<file path="config.mk">
export PLATFORM = sky130hd
export DESIGN_NAME = batchnorm_inference_channel
export DESIGN_NICKNAME = d
export VERILOG_FILES = /design/src/sv/bnic_pkg.sv /design/src/sv/batchnorm_inference_channel.sv /design/src/sv/bnic_datapath.sv
export SDC_FILE = /design/constraint.sdc
export NUM_CORES = 2
export LEC_CHECK = 0
export BUFFER_PORTS_ARGS = -buffer_cell sky130_fd_sc_hd__buf_2
export CORE_MARGIN = 10
export CORE_UTILIZATION = 30
export DETAILED_ROUTE_END_ITERATION = 12
export GPL_ROUTABILITY_DRIVEN = 0
export SETUP_SLACK_MARGIN = 0.5
export SYNTH_ARGS = -nofsm -noshare
export SYNTH_HDL_FRONTEND = slang
export SYNTH_HIERARCHICAL = 1
export SYNTH_SLANG_ARGS = --single-unit
</file>
<file path="constraint.sdc">
create_clock -name i_clk -period 23.1 [get_ports i_clk]
set_input_delay 5.775 -clock i_clk [delete_from_list [all_inputs] [get_ports i_clk]]
set_output_delay 5.775 -clock i_clk [all_outputs]
set_load 0.05 [all_outputs]
</file>
<file path="src/sv/bnic_pkg.sv">
`timescale 1ns / 1ps
// ----------------------------------------------------------------------------
// bnic_pkg: shared types, constants and microcode for the batch-norm channel
// Widths of the fixed-point datapath, the sequencer step codes, the datapath
// operation codes and the control-store contents.
// ----------------------------------------------------------------------------
package bnic_pkg;

    // Field widths of the stream words.
    localparam int VAL_W    = 32;               // Q16.16 values
    localparam int FRAC_W   = 16;               // fraction bits
    localparam int VAR_W    = 31;               // variance field
    localparam int EPS_W    = 17;               // epsilon register
    localparam int STATUS_W = 2;

    // Stream packing: sample, gamma, beta, mean, variance, one pad bit.
    localparam int S_TDATA_W = ((4 * VAL_W + VAR_W + 7) / 8) * 8;
    localparam int S_TUSER_W = 1;
    localparam int M_TDATA_W = VAL_W;
    localparam int M_TUSER_W = STATUS_W;

    // Configuration port.
    localparam int APB_AW = 3;
    localparam int APB_DW = 32;
    localparam logic [EPS_W-1:0] EPS_RESET = EPS_W'(1);

    // Register index of epsilon in the configuration map.
    localparam logic REG_EPSILON = 1'b0;

    // Inverse square root: inv = floor(sqrt(floor(2^48 / V))).
    localparam int V_W        = VAR_W + 1;              // variance + epsilon
    localparam int DIV_STEPS  = 3 * FRAC_W + 1;         // quotient bits
    localparam int LQ_W       = DIV_STEPS + 1;          // even, for 2-bit digits
    localparam int SQRT_STEPS = LQ_W / 2;
    localparam int INV_W      = SQRT_STEPS;
    localparam int CNT_W      = 6;
    localparam int DIV_LAST   = DIV_STEPS - 1;
    localparam int SQRT_LAST  = SQRT_STEPS - 1;

    // Shared multiplier and element arithmetic.
    localparam int D_W      = VAL_W + 1;                // x - mean
    localparam int MUL_A_W  = VAL_W + 2;
    localparam int MUL_B_W  = INV_W + 1;
    localparam int PROD_W   = MUL_A_W + MUL_B_W;
    localparam int T_W      = D_W + INV_W - FRAC_W;     // floor(d*inv/2^16)
    localparam int T_LO_W   = (T_W + 1) / 2;
    localparam int T_HI_W   = T_W - T_LO_W;
    localparam int ACC_W    = T_W + VAL_W;              // t * gamma
    localparam int YW_W     = ACC_W - FRAC_W + 1;       // plus beta

    // Cycle count from a header's acceptance to its final step.
    localparam int HDR_FIN_LAT = DIV_STEPS + SQRT_STEPS + 3;

    typedef enum logic [0:0] {
        KIND_HDR  = 1'b0,
        KIND_DATA = 1'b1
    } t_kind;

    typedef enum logic [STATUS_W-1:0] {
        ST_OK      = 2'd0,
        ST_SAT     = 2'd1,
        ST_NOPARAM = 2'd2
    } t_status;

    typedef enum logic [3:0] {
        OP_NOP,
        OP_DIV_INIT,
        OP_DIV_STEP,
        OP_SQRT_INIT,
        OP_SQRT_STEP,
        OP_SET_LOADED,
        OP_MUL_D_INV,
        OP_MUL_T_LO,
        OP_MUL_T_HI,
        OP_ADD_HI,
        OP_EMIT_Y,
        OP_EMIT_NOPARAM
    } t_op;

    typedef enum logic [1:0] {
        BR_NEXT,
        BR_LOOP,
        BR_END
    } t_br;

    typedef enum logic [3:0] {
        S_IDLE,
        S_H_INIT,
        S_H_DIV,
        S_H_SQI,
        S_H_SQ,
        S_H_FIN,
        S_D_MUL0,
        S_D_MUL1,
        S_D_MUL2,
        S_D_ADD,
        S_D_OUT,
        S_D_NOP
    } t_step;

    typedef struct packed {
        t_op              op;
        t_br              br;
        logic             cnt_load;
        logic [CNT_W-1:0] cnt_init;
        logic             wait_out;
    } t_uword;

    typedef struct packed {
        t_op  op;
        logic hdr_load;
        logic dat_load;
    } t_dp_ctrl;

    // Control store: one word per step.
    function automatic t_uword ucode_rom(t_step pc);
        t_uword uw;
        uw = '{op: OP_NOP, br: BR_END, cnt_load: 1'b0, cnt_init: '0, wait_out: 1'b0};
        unique case (pc)
            S_IDLE: begin
                uw.op = OP_NOP;
            end
            S_H_INIT: begin
                uw.op       = OP_DIV_INIT;
                uw.br       = BR_NEXT;
                uw.cnt_load = 1'b1;
                uw.cnt_init = CNT_W'(DIV_LAST);
            end
            S_H_DIV: begin
                uw.op = OP_DIV_STEP;
                uw.br = BR_LOOP;
            end
            S_H_SQI: begin
                uw.op       = OP_SQRT_INIT;
                uw.br       = BR_NEXT;
                uw.cnt_load = 1'b1;
                uw.cnt_init = CNT_W'(SQRT_LAST);
            end
            S_H_SQ: begin
                uw.op = OP_SQRT_STEP;
                uw.br = BR_LOOP;
            end
            S_H_FIN: begin
                uw.op = OP_SET_LOADED;
                uw.br = BR_END;
            end
            S_D_MUL0: begin
                uw.op = OP_MUL_D_INV;
                uw.br = BR_NEXT;
            end
            S_D_MUL1: begin
                uw.op = OP_MUL_T_LO;
                uw.br = BR_NEXT;
            end
            S_D_MUL2: begin
                uw.op = OP_MUL_T_HI;
                uw.br = BR_NEXT;
            end
            S_D_ADD: begin
                uw.op = OP_ADD_HI;
                uw.br = BR_NEXT;
            end
            S_D_OUT: begin
                uw.op       = OP_EMIT_Y;
                uw.br       = BR_END;
                uw.wait_out = 1'b1;
            end
            S_D_NOP: begin
                uw.op       = OP_EMIT_NOPARAM;
                uw.br       = BR_END;
                uw.wait_out = 1'b1;
            end
            default: begin
                uw.op = OP_NOP;
            end
        endcase
        return uw;
    endfunction

endpackage

</file>
<file path="src/sv/batchnorm_inference_channel.sv">
`timescale 1ns / 1ps
// A data word is taken, and its result is registered on the master side after four steps
// through the one shared multiplier and adder; the next word is taken once it is emitted.
// A data word that arrives before any header gives its error result from its output step alone.
// A header runs a 49-step restoring divider and a 25-step square root before the next word is taken.
// A result waiting on the master side does not block the next input word.
// Reset (synchronous, active low) clears the sequencer, the output and the loaded flag; epsilon = 1.
// ----------------------------------------------------------------------------
// batchnorm_inference_channel: batch normalization for inference, per channel
// Header words load gamma, beta and mean and compute the inverse standard
// deviation; data words are normalized in Q16.16 by a microcoded sequencer.
// ----------------------------------------------------------------------------
module batchnorm_inference_channel (
    input  logic                                i_clk,
    input  logic                                i_rst_n,
    // Slave stream.
    input  logic                                i_s_tvalid,
    output logic                                o_s_tready,
    // tdata: sample[31:0], scale_gamma[63:32], shift_beta[95:64],
    //        running_mean[127:96], running_variance[158:128], zero[159]
    input  logic [bnic_pkg::S_TDATA_W-1:0]      i_s_tdata,
    // tuser: kind[0]
    input  logic [bnic_pkg::S_TUSER_W-1:0]      i_s_tuser,
    // Master stream.
    output logic                                o_m_tvalid,
    input  logic                                i_m_tready,
    // tdata: normalized[31:0]
    output logic [bnic_pkg::M_TDATA_W-1:0]      o_m_tdata,
    // tuser: status[1:0]
    output logic [bnic_pkg::M_TUSER_W-1:0]      o_m_tuser,
    // Configuration port.
    input  logic                                psel,
    input  logic                                penable,
    input  logic                                pwrite,
    input  logic [bnic_pkg::APB_AW-1:0]         paddr,
    input  logic [bnic_pkg::APB_DW-1:0]         pwdata,
    output logic [bnic_pkg::APB_DW-1:0]         prdata,
    output logic                                pready
);
    import bnic_pkg::*;

    t_step                 r_pc, n_pc;
    logic [CNT_W-1:0]      r_cnt, n_cnt;
    logic [EPS_W-1:0]      r_eps, n_eps;
    logic                  r_loaded, n_loaded;
    logic                  r_out_valid, n_out_valid;
    logic [VAL_W-1:0]      r_out_data, n_out_data;
    t_status               r_out_status, n_out_status;

    t_uword                uw;
    t_dp_ctrl              dp_ctrl;
    t_kind                 in_kind;
    logic                  s_acc;
    logic                  stall;
    logic                  emit_go;
    logic                  cfg_wr;
    logic signed [VAL_W-1:0] dp_y;
    logic                  dp_sat;

    // ------------------------------------------------------------------
    // Configuration: a single epsilon register at byte address 0.
    // ------------------------------------------------------------------
    assign pready = 1'b1;
    assign cfg_wr = psel && penable && pwrite && pready;

    always_comb begin
        n_eps = r_eps;
        if (cfg_wr && (paddr[2] == REG_EPSILON)) begin
            n_eps = pwdata[EPS_W-1:0];
        end
    end

    assign prdata = (paddr[2] == REG_EPSILON) ? APB_DW'(r_eps) : '0;

    // ------------------------------------------------------------------
    // Sequencer. The control word of the current step drives the datapath.
    // Only the output steps can stall, when the previous result has not
    // been taken yet.
    // ------------------------------------------------------------------
    assign in_kind    = t_kind'(i_s_tuser[0]);
    assign o_s_tready = (r_pc == S_IDLE);
    assign s_acc      = i_s_tvalid && o_s_tready;

    assign uw      = ucode_rom(r_pc);
    assign stall   = uw.wait_out && r_out_valid && !i_m_tready;
    assign emit_go = ((uw.op == OP_EMIT_Y) || (uw.op == OP_EMIT_NOPARAM)) && !stall;

    // Next step.
    always_comb begin
        n_pc = r_pc;
        priority if (r_pc == S_IDLE) begin
            if (s_acc) begin
                priority if (in_kind == KIND_HDR) begin
                    n_pc = S_H_INIT;
                end else if (r_loaded) begin
                    n_pc = S_D_MUL0;
                end else begin
                    n_pc = S_D_NOP;
                end
            end
        end else if (stall) begin
            n_pc = r_pc;
        end else begin
            unique case (uw.br)
                BR_NEXT: n_pc = t_step'(r_pc + 4'd1);
                BR_LOOP: n_pc = (r_cnt != '0) ? r_pc : t_step'(r_pc + 4'd1);
                BR_END:  n_pc = S_IDLE;
                default: n_pc = S_IDLE;
            endcase
        end
    end

    // Step outputs: loop counter, datapath control, loaded flag.
    always_comb begin
        n_cnt    = r_cnt;
        n_loaded = r_loaded;
        dp_ctrl.op       = stall ? OP_NOP : uw.op;
        dp_ctrl.hdr_load = s_acc && (in_kind == KIND_HDR);
        dp_ctrl.dat_load = s_acc && (in_kind == KIND_DATA);
        if (!stall) begin
            if (uw.cnt_load) begin
                n_cnt = uw.cnt_init;
            end else if ((uw.br == BR_LOOP) && (r_cnt != '0)) begin
                n_cnt = r_cnt - CNT_W'(1);
            end
        end
        if (uw.op == OP_SET_LOADED) begin
            n_loaded = 1'b1;
        end
    end

    // ------------------------------------------------------------------
    // Output register: holds one result until the master side takes it.
    // ------------------------------------------------------------------
    always_comb begin
        n_out_valid  = r_out_valid;
        n_out_data   = r_out_data;
        n_out_status = r_out_status;
        if (r_out_valid && i_m_tready) begin
            n_out_valid = 1'b0;
        end
        if (emit_go) begin
            n_out_valid = 1'b1;
            if (uw.op == OP_EMIT_Y) begin
                n_out_data   = dp_y;
                n_out_status = dp_sat ? ST_SAT : ST_OK;
            end else begin
                n_out_data   = '0;
                n_out_status = ST_NOPARAM;
            end
        end
    end

    assign o_m_tvalid = r_out_valid;
    assign o_m_tdata  = r_out_data;
    assign o_m_tuser  = r_out_status;

    always_ff @(posedge i_clk) begin
        if (!i_rst_n) begin
            r_pc        <= S_IDLE;
            r_cnt       <= '0;
            r_eps       <= EPS_RESET;
            r_loaded    <= 1'b0;
            r_out_valid <= 1'b0;
        end else begin
            r_pc        <= n_pc;
            r_cnt       <= n_cnt;
            r_eps       <= n_eps;
            r_loaded    <= n_loaded;
            r_out_valid <= n_out_valid;
        end
    end

    always_ff @(posedge i_clk) begin
        r_out_data   <= n_out_data;
        r_out_status <= n_out_status;
    end

    // ------------------------------------------------------------------
    // Datapath.
    // ------------------------------------------------------------------
    bnic_datapath u_datapath (
        .i_clk      (i_clk),
        .i_ctrl     (dp_ctrl),
        .i_sample   ($signed(i_s_tdata[VAL_W-1:0])),
        .i_gamma    ($signed(i_s_tdata[2*VAL_W-1:VAL_W])),
        .i_beta     ($signed(i_s_tdata[3*VAL_W-1:2*VAL_W])),
        .i_mean     ($signed(i_s_tdata[4*VAL_W-1:3*VAL_W])),
        .i_variance (i_s_tdata[4*VAL_W+VAR_W-1:4*VAL_W]),
        .i_epsilon  (r_eps),
        .o_y        (dp_y),
        .o_sat      (dp_sat)
    );

    // ------------------------------------------------------------------
    // Assertions.
    // ------------------------------------------------------------------
    // A new result never overwrites one that is still waiting.
    a_emit_free: assert property (@(posedge i_clk) disable iff (!i_rst_n)
        emit_go |-> (!r_out_valid || i_m_tready))
        else $error("result emitted over a pending result");

    // A data word with loaded parameters reaches its output step after the multiply and add steps.
    a_data_lat: assert property (@(posedge i_clk) disable iff (!i_rst_n)
        (s_acc && (in_kind == KIND_DATA) && r_loaded) |-> ##5 (r_pc == S_D_OUT))
        else $error("data program length mismatch");

    // A header runs the full divide and square-root loops before finishing.
    a_hdr_lat: assert property (@(posedge i_clk) disable iff (!i_rst_n)
        (s_acc && (in_kind == KIND_HDR)) |-> ##HDR_FIN_LAT (r_pc == S_H_FIN))
        else $error("header program length mismatch");

    // Each loop leaves with its counter exhausted.
    a_loop_exit: assert property (@(posedge i_clk) disable iff (!i_rst_n)
        ((r_pc == S_H_SQI) || (r_pc == S_H_FIN)) |-> (r_cnt == '0))
        else $error("loop left with counter not exhausted");

endmodule

</file>
<file path="src/sv/bnic_datapath.sv">
`timescale 1ns / 1ps
// ----------------------------------------------------------------------------
// bnic_datapath: arithmetic datapath of the batch-norm channel
// Restoring divider, digit-by-digit square root and one shared signed
// multiplier, all driven by the operation code of the current control word.
// ----------------------------------------------------------------------------
module bnic_datapath (
    input  logic                                 i_clk,
    input  bnic_pkg::t_dp_ctrl                   i_ctrl,
    input  logic signed [bnic_pkg::VAL_W-1:0]    i_sample,
    input  logic signed [bnic_pkg::VAL_W-1:0]    i_gamma,
    input  logic signed [bnic_pkg::VAL_W-1:0]    i_beta,
    input  logic signed [bnic_pkg::VAL_W-1:0]    i_mean,
    input  logic        [bnic_pkg::VAR_W-1:0]    i_variance,
    input  logic        [bnic_pkg::EPS_W-1:0]    i_epsilon,
    output logic signed [bnic_pkg::VAL_W-1:0]    o_y,
    output logic                                 o_sat
);
    import bnic_pkg::*;

    logic        [V_W-1:0]     r_v,     n_v;
    logic        [V_W-1:0]     r_rem,   n_rem;
    logic        [LQ_W-1:0]    r_q,     n_q;
    logic        [INV_W-1:0]   r_inv,   n_inv;
    logic signed [T_W-1:0]     r_x,     n_x;
    logic signed [PROD_W-1:0]  r_prod,  n_prod;
    logic signed [ACC_W-1:0]   r_sum,   n_sum;
    logic signed [VAL_W-1:0]   r_mean,  n_mean;
    logic signed [VAL_W-1:0]   r_gamma, n_gamma;
    logic signed [VAL_W-1:0]   r_beta,  n_beta;

    logic        [V_W-1:0]     v_sum;
    logic        [V_W:0]       div_sh;
    logic        [V_W:0]       div_diff;
    logic                      div_ge;
    logic        [V_W-1:0]     sq_sh;
    logic        [V_W-1:0]     sq_trial;
    logic                      sq_ge;
    logic signed [MUL_A_W-1:0] mul_a;
    logic signed [MUL_B_W-1:0] mul_b;
    logic signed [PROD_W-1:0]  mul_p;
    logic signed [YW_W-1:0]    y_wide;

    // Offset variance; a zero sum is taken as one.
    assign v_sum = V_W'(i_variance) + V_W'(i_epsilon);

    // Divider: the dividend 2^48 shifts out of r_q while quotient bits shift in.
    assign div_sh   = {r_rem, r_q[DIV_STEPS-1]};
    assign div_ge   = (div_sh >= {1'b0, r_v});
    assign div_diff = div_sh - {1'b0, r_v};

    // Square root: two radicand bits per step, root accumulates in r_inv.
    assign sq_sh    = {r_rem[V_W-3:0], r_q[LQ_W-1:LQ_W-2]};
    assign sq_trial = V_W'({r_inv, 2'b01});
    assign sq_ge    = (sq_sh >= sq_trial);

    // Shared multiplier operand selection.
    always_comb begin
        unique case (i_ctrl.op)
            OP_MUL_D_INV: begin
                mul_a = MUL_A_W'($signed(r_x[D_W-1:0]));
                mul_b = $signed({1'b0, r_inv});
            end
            OP_MUL_T_LO: begin
                mul_a = MUL_A_W'(r_gamma);
                mul_b = $signed(MUL_B_W'(r_prod[FRAC_W+T_LO_W-1:FRAC_W]));
            end
            OP_MUL_T_HI: begin
                mul_a = MUL_A_W'(r_gamma);
                mul_b = MUL_B_W'($signed(r_x[T_W-1:T_LO_W]));
            end
            default: begin
                mul_a = '0;
                mul_b = '0;
            end
        endcase
    end

    assign mul_p = mul_a * mul_b;

    always_comb begin
        n_v     = r_v;
        n_rem   = r_rem;
        n_q     = r_q;
        n_inv   = r_inv;
        n_x     = r_x;
        n_prod  = r_prod;
        n_sum   = r_sum;
        n_mean  = r_mean;
        n_gamma = r_gamma;
        n_beta  = r_beta;

        if (i_ctrl.hdr_load) begin
            n_v     = (v_sum == '0) ? V_W'(1) : v_sum;
            n_mean  = i_mean;
            n_gamma = i_gamma;
            n_beta  = i_beta;
        end
        if (i_ctrl.dat_load) begin
            n_x = T_W'(D_W'(i_sample) - D_W'(r_mean));
        end

        unique case (i_ctrl.op)
            OP_DIV_INIT: begin
                n_rem              = '0;
                n_q                = '0;
                n_q[DIV_STEPS-1]   = 1'b1;
            end
            OP_DIV_STEP: begin
                n_rem = div_ge ? div_diff[V_W-1:0] : div_sh[V_W-1:0];
                n_q   = {1'b0, r_q[DIV_STEPS-2:0], div_ge};
            end
            OP_SQRT_INIT: begin
                n_rem = '0;
                n_inv = '0;
            end
            OP_SQRT_STEP: begin
                n_rem = sq_ge ? (sq_sh - sq_trial) : sq_sh;
                n_inv = {r_inv[INV_W-2:0], sq_ge};
                n_q   = {r_q[LQ_W-3:0], 2'b00};
            end
            OP_MUL_D_INV: begin
                n_prod = mul_p;
            end
            OP_MUL_T_LO: begin
                // t = floor(d * inv / 2^16) is kept for its upper half.
                n_x    = r_prod[FRAC_W+T_W-1:FRAC_W];
                n_prod = mul_p;
            end
            OP_MUL_T_HI: begin
                n_sum  = ACC_W'(r_prod);
                n_prod = mul_p;
            end
            OP_ADD_HI: begin
                n_sum = r_sum + (ACC_W'(r_prod) <<< T_LO_W);
            end
            default: begin
            end
        endcase
    end

    always_ff @(posedge i_clk) begin
        r_v     <= n_v;
        r_rem   <= n_rem;
        r_q     <= n_q;
        r_inv   <= n_inv;
        r_x     <= n_x;
        r_prod  <= n_prod;
        r_sum   <= n_sum;
        r_mean  <= n_mean;
        r_gamma <= n_gamma;
        r_beta  <= n_beta;
    end

    // Final floor by 2^16, add beta and clamp to the 32-bit range.
    assign y_wide = YW_W'($signed(r_sum[ACC_W-1:FRAC_W])) + YW_W'(r_beta);
    assign o_sat  = (y_wide[YW_W-1:VAL_W-1] != {(YW_W-VAL_W+1){y_wide[VAL_W-1]}});

    always_comb begin
        if (!o_sat) begin
            o_y = y_wide[VAL_W-1:0];
        end else if (y_wide[YW_W-1]) begin
            o_y = {1'b1, {(VAL_W-1){1'b0}}};
        end else begin
            o_y = {1'b0, {(VAL_W-1){1'b1}}};
        end
    end

endmodule
</file>
==> results_dict.tcl <==
set metrics [dict create \
    synthMuxAreaShare 0.00953 \
    root_buffer "clkbuf_16" \
    synth_edf_count 429 \
    cts-htree-levels 2 \
    multiInputGateArea_um2 41800 \
    clock_sinks 458 \
    worstPathArrival_ns 18.17 \
    fillerInstances 20500 \
    core_um2 200000 \
    status "completed" \
    slew_viol_final 0 \
    die_x_um 468 \
    hp-class "register to register" \
    fin_cells 9249 \
    rows 164 \
    finalCritPeriodShare 0.771 \
    io_pins 272 \
    grt_pass1_vias 49300 \
    synth_xor_area_frac 0.0369 \
    yosys_register_bits 458 \
    nNetsFinal 8018 \
    maxCapViolCount 0 \
    path_max_fanout 56 \
    cp-start-kind "primary input" \
    hold_buffers 0 \
    drtAntennaViolNets 0 \
    pre_cts_ws_ns 5.06 \
    fmax_mhz 56.1 \
    synth_top_family_by_area "adder cells" \
    peakVddDrop_uv 85.2 \
    fin_setup_tns_ns 0 \
    ys_types 119 \
    drive_above_1_share 0.0805 \
    grt_max_degree 96 \
    regArea_um2 13500 \
    syn-instance-count 6412 \
    slew_headroom 0.123 \
    cts_buffer_depth 3 \
    hold_end "r_eps[12]$_SDFFE_PN0P_" \
    rr_startpoint "r_pc[0]$_SDFFE_PN0P_" \
    grt_use_total 0.176 \
    hold_depth 2 \
    post-dp-hpwl_um 153000 \
    numCtsBuffers 54 \
    clk_transition_reported_paths_ns 0.07 \
    crit_family "adder cells" \
    start_util 0.302 \
    die_height_um 468 \
    cts_setup_buffers 0 \
    seq_area_frac_synth 0.223 \
    wl_per_cell_um 21.1 \
    synth_compound_area_frac 0.129 \
    io_buffers 237 \
    grt_overflow 0 \
    cts_resized 0 \
    fin_crit_ns 17.82 \
    clock-skew-final_ns 0.0613 \
    syn_area_per_cell_um2 9.40 \
    cts_tree "built" \
    syn_to_final_growth_pct 10.2 \
    critPathKind "primary input to register" \
    yosys.area.top_type "fa_1" \
    rsz0062_at_grt "false" \
    grt_pass1_wl_um 297000 \
    synthSimpleGateAreaFrac 0.140 \
    slowest_stage "inv_1" \
    setup_viol 0 \
    setup_ws_ns 5.28 \
    crit_buf_inv 7 \
    yosysWarnings 6 \
    reg2reg_slack_ns 9.55 \
    dieArea_um2 219000 \
    vias_per_cell 5.13 \
    hold_path_startpoint "r_eps[12]$_SDFFE_PN0P_" \
    crit_required_ns 23.45 \
    totalWireLength_um 195000 \
    endpoint_kind "register" \
    drtIter0Drc 3971 \
    rr_worst_depth 34 \
    tightest_slew_ns 1.32 \
    ys.flop_type "edfxtp_1" \
    numPlacedInstances 9139 \
    synthAdderAreaFrac 0.376 \
    drc_errors 0 \
    leakage_nw 30.4 \
    r2r-end "u_datapath/r_prod[59]$_DFFE_PP_" \
    cpMostUsedCell "fa_1" \
    antenna_found_initial 18 \
    syn_area_um2 60300 \
    p_per_area_nw_per_um2 71.3 \
    async_flop_share 0 \
    via_count 47500 \
    synth.area.top_cells "fa_1, edfxtp_1, ha_1" \
    synth_top_area_share 0.296 \
    critical-path-max-stage-delay_ns 0.85 \
    drt_pass1_iterations 6 \
    clkLatencyLatePin_ns 0.70 \
    hold_viol 0 \
]
[per-layer routing]
| metal | global-route usage | vias up | routed length [µm] |
|---|---|---|---|
| li1 | - | 21200 | - |
| met3 | 0.0610 | 495 | 21900 |
| met5 | 0 | - | 156 |
| met1 | 0.220 | 23600 | 78400 |
| met4 | 0.0758 | 24 | 10100 |
| met2 | 0.273 | 2091 | 84500 |
[synth_stat cells (9+ instances only)]
| cell type | n |
|---|---|
| a221o_1 | 21 |
| o21ai_0 | 195 |
| or2_2 | 22 |
| or3_1 | 32 |
| o211ai_1 | 21 |
| nand2b_1 | 54 |
| nand4_1 | 42 |
| dfxtp_1 | 29 |
| a21oi_1 | 288 |
| o21ai_1 | 16 |
| fa_1 | 890 |
| buf_2 | 9 |
| ha_1 | 386 |
| and2_1 | 76 |
| o21bai_1 | 50 |
| a211oi_1 | 32 |
| nand2_1 | 800 |
| mux2i_1 | 54 |
| a31oi_1 | 33 |
| nor2_1 | 595 |
| a22oi_1 | 49 |
| nand3_1 | 60 |
| inv_1 | 1045 |
| o22ai_1 | 13 |
| nor2b_1 | 56 |
| a21o_1 | 145 |
| a22o_1 | 80 |
| buf_4 | 17 |
| and4_1 | 10 |
| xor2_1 | 93 |
| buf_1 | 13 |
| o31ai_1 | 15 |
| o21a_1 | 30 |
| buf_6 | 11 |
| xnor2_1 | 161 |
| and3_1 | 38 |
| edfxtp_1 | 429 |
| nor4_1 | 17 |
| o2111ai_1 | 11 |
| a21boi_0 | 23 |
| nor3_1 | 51 |
| clkbuf_1 | 218 |
[metrics by stage]
| stage | power (mW) | hold WS (ns) | utilization | cell area, µm² |
|---|---|---|---|---|
| after floorplan | 3.00 | 0.456 | - | 60300 |
| after global placement | 3.67 | 0.475 | 0.322 | 64500 |
| after detailed placement | 3.72 | 0.477 | 0.322 | 64500 |
| after CTS | 4.71 | 0.487 | 0.332 | 66400 |
| after global routing | 5.02 | 0.507 | 0.332 | 66400 |
| final | 4.74 | 0.493 | 0.333 | 66500 |
[worst reg2reg max path, delay by kind of cell (launching register included)]
family / cells / cell delay, ns
adder cells (fa/ha/maj): 9 / 4.35
AND/OR/NAND/NOR: 9 / 3.06
XOR/XNOR: 1 / 0.63
flip-flops: 1 / 0.37
AO/OA/AOI/OAI: 8 / 2.26
buffers and inverters: 7 / 2.52
[how the worst max path moves through the flow]
stage                     from                         endpoint  slack, ns  cells past startpoint
global route        i_m_tready  u_datapath/r_prod[59]$_DFFE_PP_       4.91                     34
floorplan           i_m_tready  u_datapath/r_prod[46]$_DFFE_PP_       4.01                     38
global placement    i_m_tready  u_datapath/r_prod[59]$_DFFE_PP_       5.14                     32
detailed placement  i_m_tready  u_datapath/r_prod[59]$_DFFE_PP_       5.06                     34
finish              i_m_tready  u_datapath/r_prod[59]$_DFFE_PP_       5.28                     32
CTS                 i_m_tready  u_datapath/r_prod[59]$_DFFE_PP_       5.69                     32
[sequential cells by signal (all words and copies together) (netlist names)]
register	cells
o_m_tvalid	1
r_cnt	6
u_datapath/r_sum	58
u_datapath/r_x	42
r_eps	17
u_datapath/r_gamma	32
r_pc	4
u_datapath/r_q	50
u_datapath/r_inv	25
u_datapath/r_rem	32
o_m_tuser	2
o_m_tdata	32
u_datapath/r_prod	60
u_datapath/r_v	32
u_datapath/r_beta	32
r_loaded	1
u_datapath/r_mean	32
[logic make-up (layout without fill, tap and decap cells)]
family,after synthesis,after routing
buffers and inverters,1321,1480
DFF,458,458
xor gates and xnor gates,254,254
other,2,24
AOI/OAI and AO/OA,1141,1141
and+or+nand+nor,1903,1903
adders and majority gates,1276,1276
muxes,57,57
[layout make-up]
cell class | instances | area share
sequential | 458 | 0.203
clock inverter | 42 | 0.00902
multi-input combinational | 4647 | 0.630
antenna | 8 | 0.000301
timing repair buffer | 332 | 0.0286
tap | 2656 | 0.0500
clock buffer | 60 | 0.0208
inverter | 1046 | 0.0591
[where the power goes]
group	switching, mW	leakage [nW]	internal (mW)
combinational	1.51	25.2	0.852
clock	0.399	0.957	0.572
sequential	0.199	4.22	1.21
[placed cells by master (no fill, tap or decap), types with 54 or more instances in the layout]
cell type	count
nand3_1	59
nor2_1	594
a21o_1	145
inv_1	1045
a22o_1	80
edfxtp_1	429
o21ai_0	195
fa_1	890
and2_1	76
ha_1	386
nor2b_1	54
a21oi_1	285
nand2_1	794
buf_4	95
buf_2	237
clkbuf_16	54
xnor2_1	161
mux2i_1	54
xor2_1	93
Power figures use the tool's default switching activity.
